## src/rtl/lkv_pkg.sv

```systemverilog
// Shared constants, command and status types for the LRU key/value cache.
`timescale 1ns / 1ps
`default_nettype none
package lkv_pkg;

    localparam int MAX_ENTRIES = 16;
    localparam int KEY_BITS    = 32;
    localparam int DATA_BYTES  = 4;
    localparam int DATA_W      = 8 * DATA_BYTES;
    localparam int LEN_W       = 3;
    localparam int CAP_W       = 5;
    localparam int STATUS_W    = 2;
    localparam int IDX_W       = $clog2(MAX_ENTRIES);
    localparam int CNT_W       = $clog2(MAX_ENTRIES + 1);
    localparam int QUEUE_DEPTH = 2;

    localparam int IN_FIELDS_W  = KEY_BITS + DATA_W + LEN_W;
    localparam int IN_TDATA_W   = ((IN_FIELDS_W + 7) / 8) * 8;
    localparam int OUT_FIELDS_W = STATUS_W + DATA_W + LEN_W;
    localparam int OUT_TDATA_W  = ((OUT_FIELDS_W + 7) / 8) * 8;
    localparam int OUT_PAD_W    = OUT_TDATA_W - OUT_FIELDS_W;

    localparam logic [CAP_W-1:0] CAP_RESET = CAP_W'(16);

    localparam logic FUNC_GET = 1'b0;
    localparam logic FUNC_PUT = 1'b1;

    typedef enum logic [STATUS_W-1:0] {
        STATUS_DONE      = 2'd0,
        STATUS_NOT_FOUND = 2'd1,
        STATUS_REJECTED  = 2'd2
    } status_t;

    typedef enum logic [1:0] {
        OP_GET    = 2'd0,
        OP_PUT    = 2'd1,
        OP_REJECT = 2'd2
    } op_kind_t;

    typedef struct packed {
        op_kind_t              kind;
        logic [KEY_BITS-1:0]   key;
        logic [DATA_W-1:0]     data;
        logic [LEN_W-1:0]      len;
    } cmd_t;

endpackage
`default_nettype wire

```

## src/rtl/lkv_front.sv

```systemverilog
// Front end: capacity register, request decode, length clamp and byte masking.
`timescale 1ns / 1ps
`default_nettype none
module lkv_front (
    input  logic                           aclk,
    input  logic                           aresetn,
    input  logic                           s_tvalid,
    output logic                           s_tready,
    input  logic [lkv_pkg::IN_TDATA_W-1:0] s_tdata,
    input  logic                           s_tuser,
    input  logic                           cfg_valid,
    output logic                           cfg_ready,
    input  logic [lkv_pkg::CAP_W-1:0]      cfg_data,
    input  logic                           q_full,
    output logic                           q_push,
    output lkv_pkg::cmd_t                  q_cmd,
    output logic [lkv_pkg::CNT_W-1:0]      cap_eff
);
    import lkv_pkg::*;

    logic [CAP_W-1:0]    capacity_reg;
    logic [CAP_W-1:0]    capacity_next;
    logic [KEY_BITS-1:0] in_key;
    logic [DATA_W-1:0]   in_data;
    logic [LEN_W-1:0]    in_len;
    logic [LEN_W-1:0]    len_clamped;

    assign cfg_ready = 1'b1;

    always_comb begin
        capacity_next = capacity_reg;
        if (cfg_valid) begin
            capacity_next = cfg_data;
        end
    end

    always_ff @(posedge aclk) begin
        if (!aresetn) begin
            capacity_reg <= CAP_RESET;
        end else begin
            capacity_reg <= capacity_next;
        end
    end

    // capacity above the slot count acts as the slot count
    assign cap_eff = (capacity_reg > CAP_W'(MAX_ENTRIES)) ? CNT_W'(MAX_ENTRIES)
                                                          : CNT_W'(capacity_reg);

    assign in_key  = s_tdata[KEY_BITS-1:0];
    assign in_data = s_tdata[KEY_BITS +: DATA_W];
    assign in_len  = s_tdata[KEY_BITS + DATA_W +: LEN_W];

    assign len_clamped = (in_len > LEN_W'(DATA_BYTES)) ? LEN_W'(DATA_BYTES) : in_len;

    always_comb begin
        q_cmd.key = in_key;
        q_cmd.len = len_clamped;
        for (int b = 0; b < DATA_BYTES; b++) begin
            q_cmd.data[8*b +: 8] = (LEN_W'(b) < len_clamped) ? in_data[8*b +: 8] : 8'd0;
        end
        priority if (s_tuser == FUNC_GET) begin
            q_cmd.kind = OP_GET;
        end else if (cap_eff == '0 || in_len == '0) begin
            q_cmd.kind = OP_REJECT;
        end else begin
            q_cmd.kind = OP_PUT;
        end
    end

    assign s_tready = !q_full;
    assign q_push   = s_tvalid && s_tready;

endmodule
`default_nettype wire

```

## src/rtl/lkv_queue.sv

```systemverilog
// Small command queue between the front end and the entry engine.
`timescale 1ns / 1ps
`default_nettype none
module lkv_queue (
    input  logic          aclk,
    input  logic          aresetn,
    input  logic          push,
    input  lkv_pkg::cmd_t push_cmd,
    output logic          full,
    input  logic          pop,
    output lkv_pkg::cmd_t pop_cmd,
    output logic          empty
);
    import lkv_pkg::*;

    localparam int PTR_W = (QUEUE_DEPTH > 1) ? $clog2(QUEUE_DEPTH) : 1;
    localparam int LVL_W = $clog2(QUEUE_DEPTH + 1);

    cmd_t             slots [QUEUE_DEPTH];
    logic [PTR_W-1:0] wr_ptr_reg, wr_ptr_next;
    logic [PTR_W-1:0] rd_ptr_reg, rd_ptr_next;
    logic [LVL_W-1:0] level_reg, level_next;

    function automatic logic [PTR_W-1:0] ptr_inc(input logic [PTR_W-1:0] p);
        logic [PTR_W-1:0] r;
        if (p == PTR_W'(QUEUE_DEPTH - 1)) begin
            r = '0;
        end else begin
            r = p + PTR_W'(1);
        end
        return r;
    endfunction

    assign full    = (level_reg == LVL_W'(QUEUE_DEPTH));
    assign empty   = (level_reg == '0);
    assign pop_cmd = slots[rd_ptr_reg];

    always_comb begin
        wr_ptr_next = push ? ptr_inc(wr_ptr_reg) : wr_ptr_reg;
        rd_ptr_next = pop  ? ptr_inc(rd_ptr_reg) : rd_ptr_reg;
        level_next  = level_reg;
        if (push && !pop) begin
            level_next = level_reg + LVL_W'(1);
        end else if (pop && !push) begin
            level_next = level_reg - LVL_W'(1);
        end
    end

    always_ff @(posedge aclk) begin
        if (!aresetn) begin
            wr_ptr_reg <= '0;
            rd_ptr_reg <= '0;
            level_reg  <= '0;
        end else begin
            wr_ptr_reg <= wr_ptr_next;
            rd_ptr_reg <= rd_ptr_next;
            level_reg  <= level_next;
        end
    end

    always_ff @(posedge aclk) begin
        if (push) begin
            slots[wr_ptr_reg] <= push_cmd;
        end
    end

endmodule
`default_nettype wire

```

## src/rtl/lkv_back.sv

```systemverilog
// Entry engine: key match, LRU ranks, entry store update and result register.
`timescale 1ns / 1ps
`default_nettype none
module lkv_back (
    input  logic                            aclk,
    input  logic                            aresetn,
    input  logic                            q_empty,
    input  lkv_pkg::cmd_t                   q_cmd,
    output logic                            q_pop,
    input  logic [lkv_pkg::CNT_W-1:0]       cap_eff,
    output logic                            m_tvalid,
    input  logic                            m_tready,
    output logic [lkv_pkg::OUT_TDATA_W-1:0] m_tdata
);
    import lkv_pkg::*;

    typedef enum logic [1:0] {
        ST_IDLE = 2'b01,
        ST_EXEC = 2'b10
    } state_t;

    state_t state_reg, state_next;

    // entry store
    logic [MAX_ENTRIES-1:0] valid_reg, valid_next;
    logic [IDX_W-1:0]       rank_reg  [MAX_ENTRIES];
    logic [IDX_W-1:0]       rank_next [MAX_ENTRIES];
    logic [KEY_BITS-1:0]    key_mem   [MAX_ENTRIES];
    logic [DATA_W-1:0]      data_mem  [MAX_ENTRIES];
    logic [LEN_W-1:0]       len_mem   [MAX_ENTRIES];
    logic [CNT_W-1:0]       count_reg, count_next;

    // lookup results held for the update cycle
    cmd_t             cmd_reg;
    logic             hit_reg;
    logic [IDX_W-1:0] hit_idx_reg;
    logic [IDX_W-1:0] hit_rank_reg;
    logic [IDX_W-1:0] tgt_idx_reg;
    logic             grow_reg;

    // result register
    logic              out_valid_reg, out_valid_next;
    status_t           out_status_reg;
    logic [DATA_W-1:0] out_data_reg;
    logic [LEN_W-1:0]  out_len_reg;

    logic [MAX_ENTRIES-1:0] match_vec;
    logic [MAX_ENTRIES-1:0] lru_vec;
    logic                   hit;
    logic [IDX_W-1:0]       hit_idx;
    logic [IDX_W-1:0]       hit_rank;
    logic [IDX_W-1:0]       lru_idx;
    logic [IDX_W-1:0]       free_idx;
    logic [CNT_W-1:0]       count_m1;
    logic                   evict;
    logic                   promote;
    logic                   insert;
    logic [IDX_W-1:0]       wr_idx;
    status_t                status_new;

    // ---- lookup, from the queue head ----
    assign count_m1 = count_reg - CNT_W'(1);

    always_comb begin
        hit_idx  = '0;
        hit_rank = '0;
        lru_idx  = '0;
        free_idx = '0;
        for (int i = 0; i < MAX_ENTRIES; i++) begin
            match_vec[i] = valid_reg[i] && (key_mem[i] == q_cmd.key);
            lru_vec[i]   = valid_reg[i] && (rank_reg[i] == count_m1[IDX_W-1:0]);
            if (match_vec[i]) begin
                hit_idx  = hit_idx | IDX_W'(i);
                hit_rank = hit_rank | rank_reg[i];
            end
            if (lru_vec[i]) begin
                lru_idx = lru_idx | IDX_W'(i);
            end
        end
        // lowest free slot
        for (int i = MAX_ENTRIES - 1; i >= 0; i--) begin
            if (!valid_reg[i]) begin
                free_idx = IDX_W'(i);
            end
        end
    end

    assign hit   = |match_vec;
    assign evict = (count_reg >= cap_eff);
    assign q_pop = (state_reg == ST_IDLE) && !q_empty && (!out_valid_reg || m_tready);

    always_comb begin
        state_next = state_reg;
        unique case (state_reg)
            ST_IDLE: begin
                if (q_pop) begin
                    state_next = ST_EXEC;
                end
            end
            ST_EXEC: begin
                state_next = ST_IDLE;
            end
            default: begin
                state_next = ST_IDLE;
            end
        endcase
    end

    always_ff @(posedge aclk) begin
        if (q_pop) begin
            cmd_reg      <= q_cmd;
            hit_reg      <= hit;
            hit_idx_reg  <= hit_idx;
            hit_rank_reg <= hit_rank;
            tgt_idx_reg  <= evict ? lru_idx : free_idx;
            grow_reg     <= !evict;
        end
    end

    // ---- update ----
    assign promote = (state_reg == ST_EXEC) && hit_reg
                     && (cmd_reg.kind == OP_GET || cmd_reg.kind == OP_PUT);
    assign insert  = (state_reg == ST_EXEC) && !hit_reg && (cmd_reg.kind == OP_PUT);
    assign wr_idx  = hit_reg ? hit_idx_reg : tgt_idx_reg;

    always_comb begin
        valid_next = valid_reg;
        rank_next  = rank_reg;
        count_next = count_reg;
        if (promote) begin
            for (int i = 0; i < MAX_ENTRIES; i++) begin
                if (valid_reg[i] && IDX_W'(i) != hit_idx_reg
                    && rank_reg[i] < hit_rank_reg) begin
                    rank_next[i] = rank_reg[i] + IDX_W'(1);
                end
            end
            rank_next[hit_idx_reg] = '0;
        end else if (insert) begin
            for (int i = 0; i < MAX_ENTRIES; i++) begin
                if (valid_reg[i] && IDX_W'(i) != tgt_idx_reg) begin
                    rank_next[i] = rank_reg[i] + IDX_W'(1);
                end
            end
            valid_next[tgt_idx_reg] = 1'b1;
            rank_next[tgt_idx_reg]  = '0;
            if (grow_reg) begin
                count_next = count_reg + CNT_W'(1);
            end
        end
    end

    always_ff @(posedge aclk) begin
        if (!aresetn) begin
            state_reg <= ST_IDLE;
            valid_reg <= '0;
            count_reg <= '0;
            for (int i = 0; i < MAX_ENTRIES; i++) begin
                rank_reg[i] <= '0;
            end
        end else begin
            state_reg <= state_next;
            valid_reg <= valid_next;
            count_reg <= count_next;
            rank_reg  <= rank_next;
        end
    end

    always_ff @(posedge aclk) begin
        if (state_reg == ST_EXEC && cmd_reg.kind == OP_PUT) begin
            key_mem[wr_idx]  <= cmd_reg.key;
            data_mem[wr_idx] <= cmd_reg.data;
            len_mem[wr_idx]  <= cmd_reg.len;
        end
    end

    // ---- result ----
    always_comb begin
        unique case (cmd_reg.kind)
            OP_GET:    status_new = hit_reg ? STATUS_DONE : STATUS_NOT_FOUND;
            OP_PUT:    status_new = STATUS_DONE;
            OP_REJECT: status_new = STATUS_REJECTED;
            default:   status_new = STATUS_REJECTED;
        endcase
    end

    always_comb begin
        out_valid_next = out_valid_reg;
        if (state_reg == ST_EXEC) begin
            out_valid_next = 1'b1;
        end else if (m_tready) begin
            out_valid_next = 1'b0;
        end
    end

    always_ff @(posedge aclk) begin
        if (!aresetn) begin
            out_valid_reg <= 1'b0;
        end else begin
            out_valid_reg <= out_valid_next;
        end
    end

    always_ff @(posedge aclk) begin
        if (state_reg == ST_EXEC) begin
            out_status_reg <= status_new;
            if (cmd_reg.kind == OP_GET && hit_reg) begin
                out_data_reg <= data_mem[hit_idx_reg];
                out_len_reg  <= len_mem[hit_idx_reg];
            end else begin
                out_data_reg <= '0;
                out_len_reg  <= '0;
            end
        end
    end

    assign m_tvalid = out_valid_reg;
    assign m_tdata  = {{OUT_PAD_W{1'b0}}, out_len_reg, out_data_reg, out_status_reg};

    // ---- checks ----
    a_count_tracks_valid: assert property (@(posedge aclk) disable iff (!aresetn)
        $countones(valid_reg) == count_reg)
        else $error("entry count out of step with valid slots");

    a_count_bound: assert property (@(posedge aclk) disable iff (!aresetn)
        count_reg <= CNT_W'(MAX_ENTRIES))
        else $error("entry count above slot count");

    a_pop_to_exec: assert property (@(posedge aclk) disable iff (!aresetn)
        q_pop |=> state_reg == ST_EXEC)
        else $error("popped command not executed next cycle");

    a_exec_out_free: assert property (@(posedge aclk) disable iff (!aresetn)
        state_reg == ST_EXEC |-> !out_valid_reg)
        else $error("result register still full at update");

    a_result_from_exec: assert property (@(posedge aclk) disable iff (!aresetn)
        $rose(out_valid_reg) |-> $past(state_reg == ST_EXEC))
        else $error("result raised without an update");

endmodule
`default_nettype wire

```

## src/rtl/lru_key_value_cache_core.sv

```systemverilog
// Top level of the fully associative LRU key/value cache.
// A beat accepted passes the queue, the lookup registers and the result register to m_tvalid.
// The engine pops a request only when idle and its result register is free or being taken.
// The input side keeps taking beats into a two-deep queue while a result waits on m_tready.
// Reset: cache empty (all valid bits and the entry count cleared), capacity back to 16.
// No clearing pass: the key/data store is never read before it is written.
`timescale 1ns / 1ps
`default_nettype none
module lru_key_value_cache_core (
    input  wire logic                            aclk,
    input  wire logic                            aresetn,
    // request stream
    input  wire logic                            s_tvalid,
    output      logic                            s_tready,
    // s_tdata, low bit up: key[31:0], write_data[63:32], write_len[66:64], zero pad
    input  wire logic [lkv_pkg::IN_TDATA_W-1:0]  s_tdata,
    // s_tuser: func (0 get, 1 put)
    input  wire logic                            s_tuser,
    // result stream
    output      logic                            m_tvalid,
    input  wire logic                            m_tready,
    // m_tdata, low bit up: status[1:0], read_data[33:2], read_len[36:34], zero pad
    output      logic [lkv_pkg::OUT_TDATA_W-1:0] m_tdata,
    // capacity write channel
    input  wire logic                            cfg_valid,
    output      logic                            cfg_ready,
    input  wire logic [lkv_pkg::CAP_W-1:0]       cfg_data
);
    import lkv_pkg::*;

    cmd_t             push_cmd;
    cmd_t             head_cmd;
    logic             q_push;
    logic             q_pop;
    logic             q_full;
    logic             q_empty;
    logic [CNT_W-1:0] cap_eff;

    // Front end decodes each beat, clamps the length, masks unused bytes and
    // flags puts that must be rejected, so the engine only sees clean commands.
    lkv_front u_front (
        .aclk      (aclk),
        .aresetn   (aresetn),
        .s_tvalid  (s_tvalid),
        .s_tready  (s_tready),
        .s_tdata   (s_tdata),
        .s_tuser   (s_tuser),
        .cfg_valid (cfg_valid),
        .cfg_ready (cfg_ready),
        .cfg_data  (cfg_data),
        .q_full    (q_full),
        .q_push    (q_push),
        .q_cmd     (push_cmd),
        .cap_eff   (cap_eff)
    );

    // Decouples input acceptance from the engine and from output stalls.
    lkv_queue u_queue (
        .aclk     (aclk),
        .aresetn  (aresetn),
        .push     (q_push),
        .push_cmd (push_cmd),
        .full     (q_full),
        .pop      (q_pop),
        .pop_cmd  (head_cmd),
        .empty    (q_empty)
    );

    // Engine: the lookup at pop matches the key against all slots and picks the
    // victim or free slot; the EXEC state updates ranks/store and loads the result.
    lkv_back u_back (
        .aclk     (aclk),
        .aresetn  (aresetn),
        .q_empty  (q_empty),
        .q_cmd    (head_cmd),
        .q_pop    (q_pop),
        .cap_eff  (cap_eff),
        .m_tvalid (m_tvalid),
        .m_tready (m_tready),
        .m_tdata  (m_tdata)
    );

endmodule
`default_nettype wire
```

## config.mk

```make
export PLATFORM = sky130hd
export DESIGN_NAME = lru_key_value_cache_core
export DESIGN_NICKNAME = d
export VERILOG_FILES = /design/src/rtl/lkv_pkg.sv /design/src/rtl/lkv_front.sv /design/src/rtl/lkv_queue.sv /design/src/rtl/lkv_back.sv /design/src/rtl/lru_key_value_cache_core.sv
export SDC_FILE = /design/constraint.sdc
export NUM_CORES = 2
export LEC_CHECK = 0
export BUFFER_PORTS_ARGS = -buffer_cell sky130_fd_sc_hd__buf_2
export CORE_ASPECT_RATIO = 0.5
export CORE_MARGIN = 3
export CORE_UTILIZATION = 40
export CTS_BUF_LIST = sky130_fd_sc_hd__clkbuf_4 sky130_fd_sc_hd__clkbuf_8
export CTS_CLUSTER_SIZE = 28
export DETAILED_ROUTE_END_ITERATION = 10
export HOLD_SLACK_MARGIN = 0.1
export SLEW_MARGIN = 10
export SYNTH_ARGS = -nofsm -noshare
export SYNTH_HDL_FRONTEND = slang
export SYNTH_SLANG_ARGS = --single-unit
```

## constraint.sdc

```tcl
create_clock -name aclk -period 6.6 [get_ports aclk]
set_input_delay 1.32 -clock aclk [delete_from_list [all_inputs] [get_ports aclk]]
set_output_delay 1.32 -clock aclk [all_outputs]
set_load 0.02 [all_outputs]
```

==> flow_summary.yaml <==
yosys:
  synth_cell_type_count: 69
  syn_inst: 3530
  synth-main-ff-cell: "edfxtp_1"
  synth_seq_cells: 1428
  yosysTopAreaCell: "edfxtp_1"
  synth-edff-count: 1330
  synthDominantCellAreaShare_pct: 66.7
  ys_seq_area_share_pct: 70.0
  ys_top_cells_by_area: "edfxtp_1, xnor2_1, mux4_2"
  mappedNetlistArea_sq_um: 59800
  syn_avg_cell_area_sq_um: 17.0
  yosys_warnings: 0
  async_flop_share_pct: 0
sta:
  worstMarginPinSlew_ns: 1.29
  final.setup_skew_ns: 0.0663
  fin_setup_tns_ns: 0
  hold_viol: 0
  max_slew_margin_pct: 14.1
  finalSetupViolCount: 0
  finalCritPeriodShare_pct: 74.7
  clock.fmax_mhz: 203
  rsz0062_at_grt: "no"
  fin_crit_ns: 4.93
  slew_violations: 0
pwr:
  internal_power_mw: 17.1
  power_frac_comb_pct: 22.4
  p_sw_mw: 7.95
  pwr-share-clk_pct: 27.5
  powerDensity_nw_per_um2: 374
  vdd_drop_max_mv: 0.307
  power_frac_seq_pct: 50.2
  p_leak_nw: 21.3
  switching_share_pct: 31.8
  finalPower_mw: 25.0
cts:
  cts_root_buffer: "clkbuf_8"
  cts_hold_buf: 0
  cts_sinks: 1428
  cts_tree: "done"
  numCtsBuffers: 205
  cts_buffer_depth: 4
  worstSkewPairLatency_ns: 0.91
  htreeDepth: 4
  cts.repair.resized: 0
  clk_pin_slew_ns: 0.08
  post_cts_buffers: 0
worst_setup_path:
  worstSetupEndpointType: "flop"
  worstPathRequired_ns: 7.38
  max_stage_delay_ns: 0.93
  path_cells: "buf_4 > mux2i_4 > xnor2_1 > nor4_1 > nand4_1 > nor3_2 > a22o_1 > a221oi_1 > nand4_1"
  critPathKind: "flop to flop"
  start_kind: "flop"
  path_buf_inv: 1
  critPathSlowestCell: "dfxtp_4"
  cp_top_family: "simple AND/OR/NAND/NOR gates"
  cp.arrival_ns: 5.71
  crit_top_cell: "nand4_1"
  crit_fanout: 26
floorplan:
  pin_count: 126
  die_y_um: 280
  row_count: 99
  core_sq_um: 147000
  dieArea_sq_um: 155000
  start_util_pct: 40.7
  die_x_um: 553
cells_and_area:
  drive_above_1_share_pct: 20.8
  reg_top3: "u_back.data_mem: 512 flops, u_back.key_mem: 512 flops, u_queue.slots: 138 flops"
  final_cell_area_sq_um: 67000
  syn_to_final_growth_pct: 11.9
  nets: 3954
place:
  dp_hpwl_mm: 94.3
  port_buffers: 116
  place_area_sq_um: 63100
  place_congestion: 0.915
global_routing:
  grtUsageTotal_pct: 21.0
  overflow: 0
  grt_pass1_wl_mm: 234
  antenna_found_initial: 6
  grt_max_degree: 111
  grt_pass1_vias: 32844
drt:
  drt_first_iter_violations: 3616
  drc: 0
  viasPerCell: 5.57
  wl_mm: 164
  avgRoutedWirePerCell_um: 27.8
  postRouteAntennaNets: 0
  dr.pass1.iters: 6
  via_count: 33008
job:
  cap_violations: 0
status:
  status: "finished, final reports clean"
min_path:
  worst_hold_path_type: "flop to flop"
[cell usage after synthesis (8+ instances only)]
cell / instances
a2111oi_0: 11
a21o_1: 33
a21oi_1: 95
a221oi_1: 16
a22o_1: 18
a31oi_1: 8
a32oi_1: 9
and2_1: 14
and3_1: 8
buf_1: 28
buf_2: 8
buf_4: 19
buf_6: 15
clkbuf_1: 76
dfxtp_1: 98
edfxtp_1: 1330
ha_1: 72
inv_1: 65
mux2_2: 41
mux2i_1: 10
mux2i_4: 32
mux4_2: 175
nand2_1: 81
nand2b_1: 42
nand3_1: 74
nand4_1: 42
nor2_1: 120
nor2b_1: 71
nor3_1: 42
nor3_2: 15
nor4_1: 119
o21ai_0: 56
o31ai_1: 11
xnor2_1: 502
xor2_1: 86
[layer usage]
layer	track usage [%]	wire length (um)	part of all wire [%]	up-vias
met3	4.73	13500	8.2	260
met4	5.25	3680	2.2	4
met1	30.0	71700	44	17166
met5	0	22	0.013	-
li1	-	-	-	14157
met2	32.7	75600	46	1421
[cell usage in the layout (no fill, tap or decap), types with 42 or more instances in the layout]
| cell | netlist | final |
|---|---|---|
| a21oi_1 | 95 | 95 |
| buf_2 | 8 | 116 |
| buf_4 | 19 | 84 |
| clkbuf_4 | 0 | 60 |
| clkbuf_8 | 0 | 208 |
| clkinv_1 | 0 | 50 |
| dfxtp_1 | 98 | 97 |
| edfxtp_1 | 1330 | 1330 |
| ha_1 | 72 | 72 |
| inv_1 | 65 | 63 |
| mux4_2 | 175 | 175 |
| nand2_1 | 81 | 80 |
| nand2b_1 | 42 | 42 |
| nand3_1 | 74 | 74 |
| nand4_1 | 42 | 42 |
| nor2_1 | 120 | 103 |
| nor2b_1 | 71 | 70 |
| nor4_1 | 119 | 119 |
| o21ai_0 | 56 | 56 |
| xnor2_1 | 502 | 501 |
| xor2_1 | 86 | 85 |
[stage by stage]
stage          hold WS, ns  worst slack, ns  utilization (%)  cells
4_1_cts              0.529             1.70             45.5   5920
5_1_grt              0.554             1.59             45.5   5921
3_3_place_gp         0.495             1.75             42.9   5561
3_5_place_dp         0.504             1.72             42.9   5561
2_1_floorplan        0.472             1.43                -   3532
6_report             0.527             1.67             45.5   5924
[tightest hold or removal path: cells and delay by family, from the launching register on]
family                    cells  cell delay (ns)
xor gates and xnor gates      1             0.09
and+or+nand+nor               1             0.08
DFF                           1             0.33
[power by group through the flow]
stage	clock [mW]	combinational [mW]	sequential [mW]
after floorplan	0	3.92	12.0
after global placement	0	5.60	12.7
after detailed placement	0	5.64	12.7
after CTS	7.03	5.67	12.5
after global routing	7.45	5.97	12.6
final	6.87	5.60	12.5
[area by class of cell]
type,count,area [sq um]
Inverter,65,244
Clock inverter,91,539
Fill cell,12800,80200
Antenna cell,4,10.0
Timing Repair Buffer,209,1390
Multi-Input combinational cell,1890,17100
Clock buffer,268,3310
Tap cell,1969,2460
Sequential cell,1428,41900
[worst paths after layout]
path                                                 startpoint                                to  slack (ns)  cells after the start
worst max register to register                             flop  u_back.hit_rank_reg[2]$_DFFE_PP_        1.67                      9
worst max-delay path                                       flop  u_back.hit_rank_reg[2]$_DFFE_PP_        1.67                      9
worst min-delay path            u_queue.rd_ptr_reg$_SDFFE_PN0P_   u_queue.rd_ptr_reg$_SDFFE_PN0P_        0.53                      2
worst min register to register  u_queue.rd_ptr_reg$_SDFFE_PN0P_   u_queue.rd_ptr_reg$_SDFFE_PN0P_        0.53                      2
[cells by family (layout without fill, tap and decap cells)]
logic type                 count (synthesis)  count (layout)  share of synthesized area [%]
AOI/OAI and AO/OA                        314             314                           3.46
xor gates and xnor gates                 588             588                           8.61
adders and majority gates                 72              72                           1.51
buffers and inverters                    214             633                           1.72
DFF                                     1428            1428                           70.0
muxes                                    258             258                           8.73
other                                      2               8                         0.0125
and+or+nand+nor                          654             654                           5.95
Note: power is estimated with default switching activity, not from simulation.
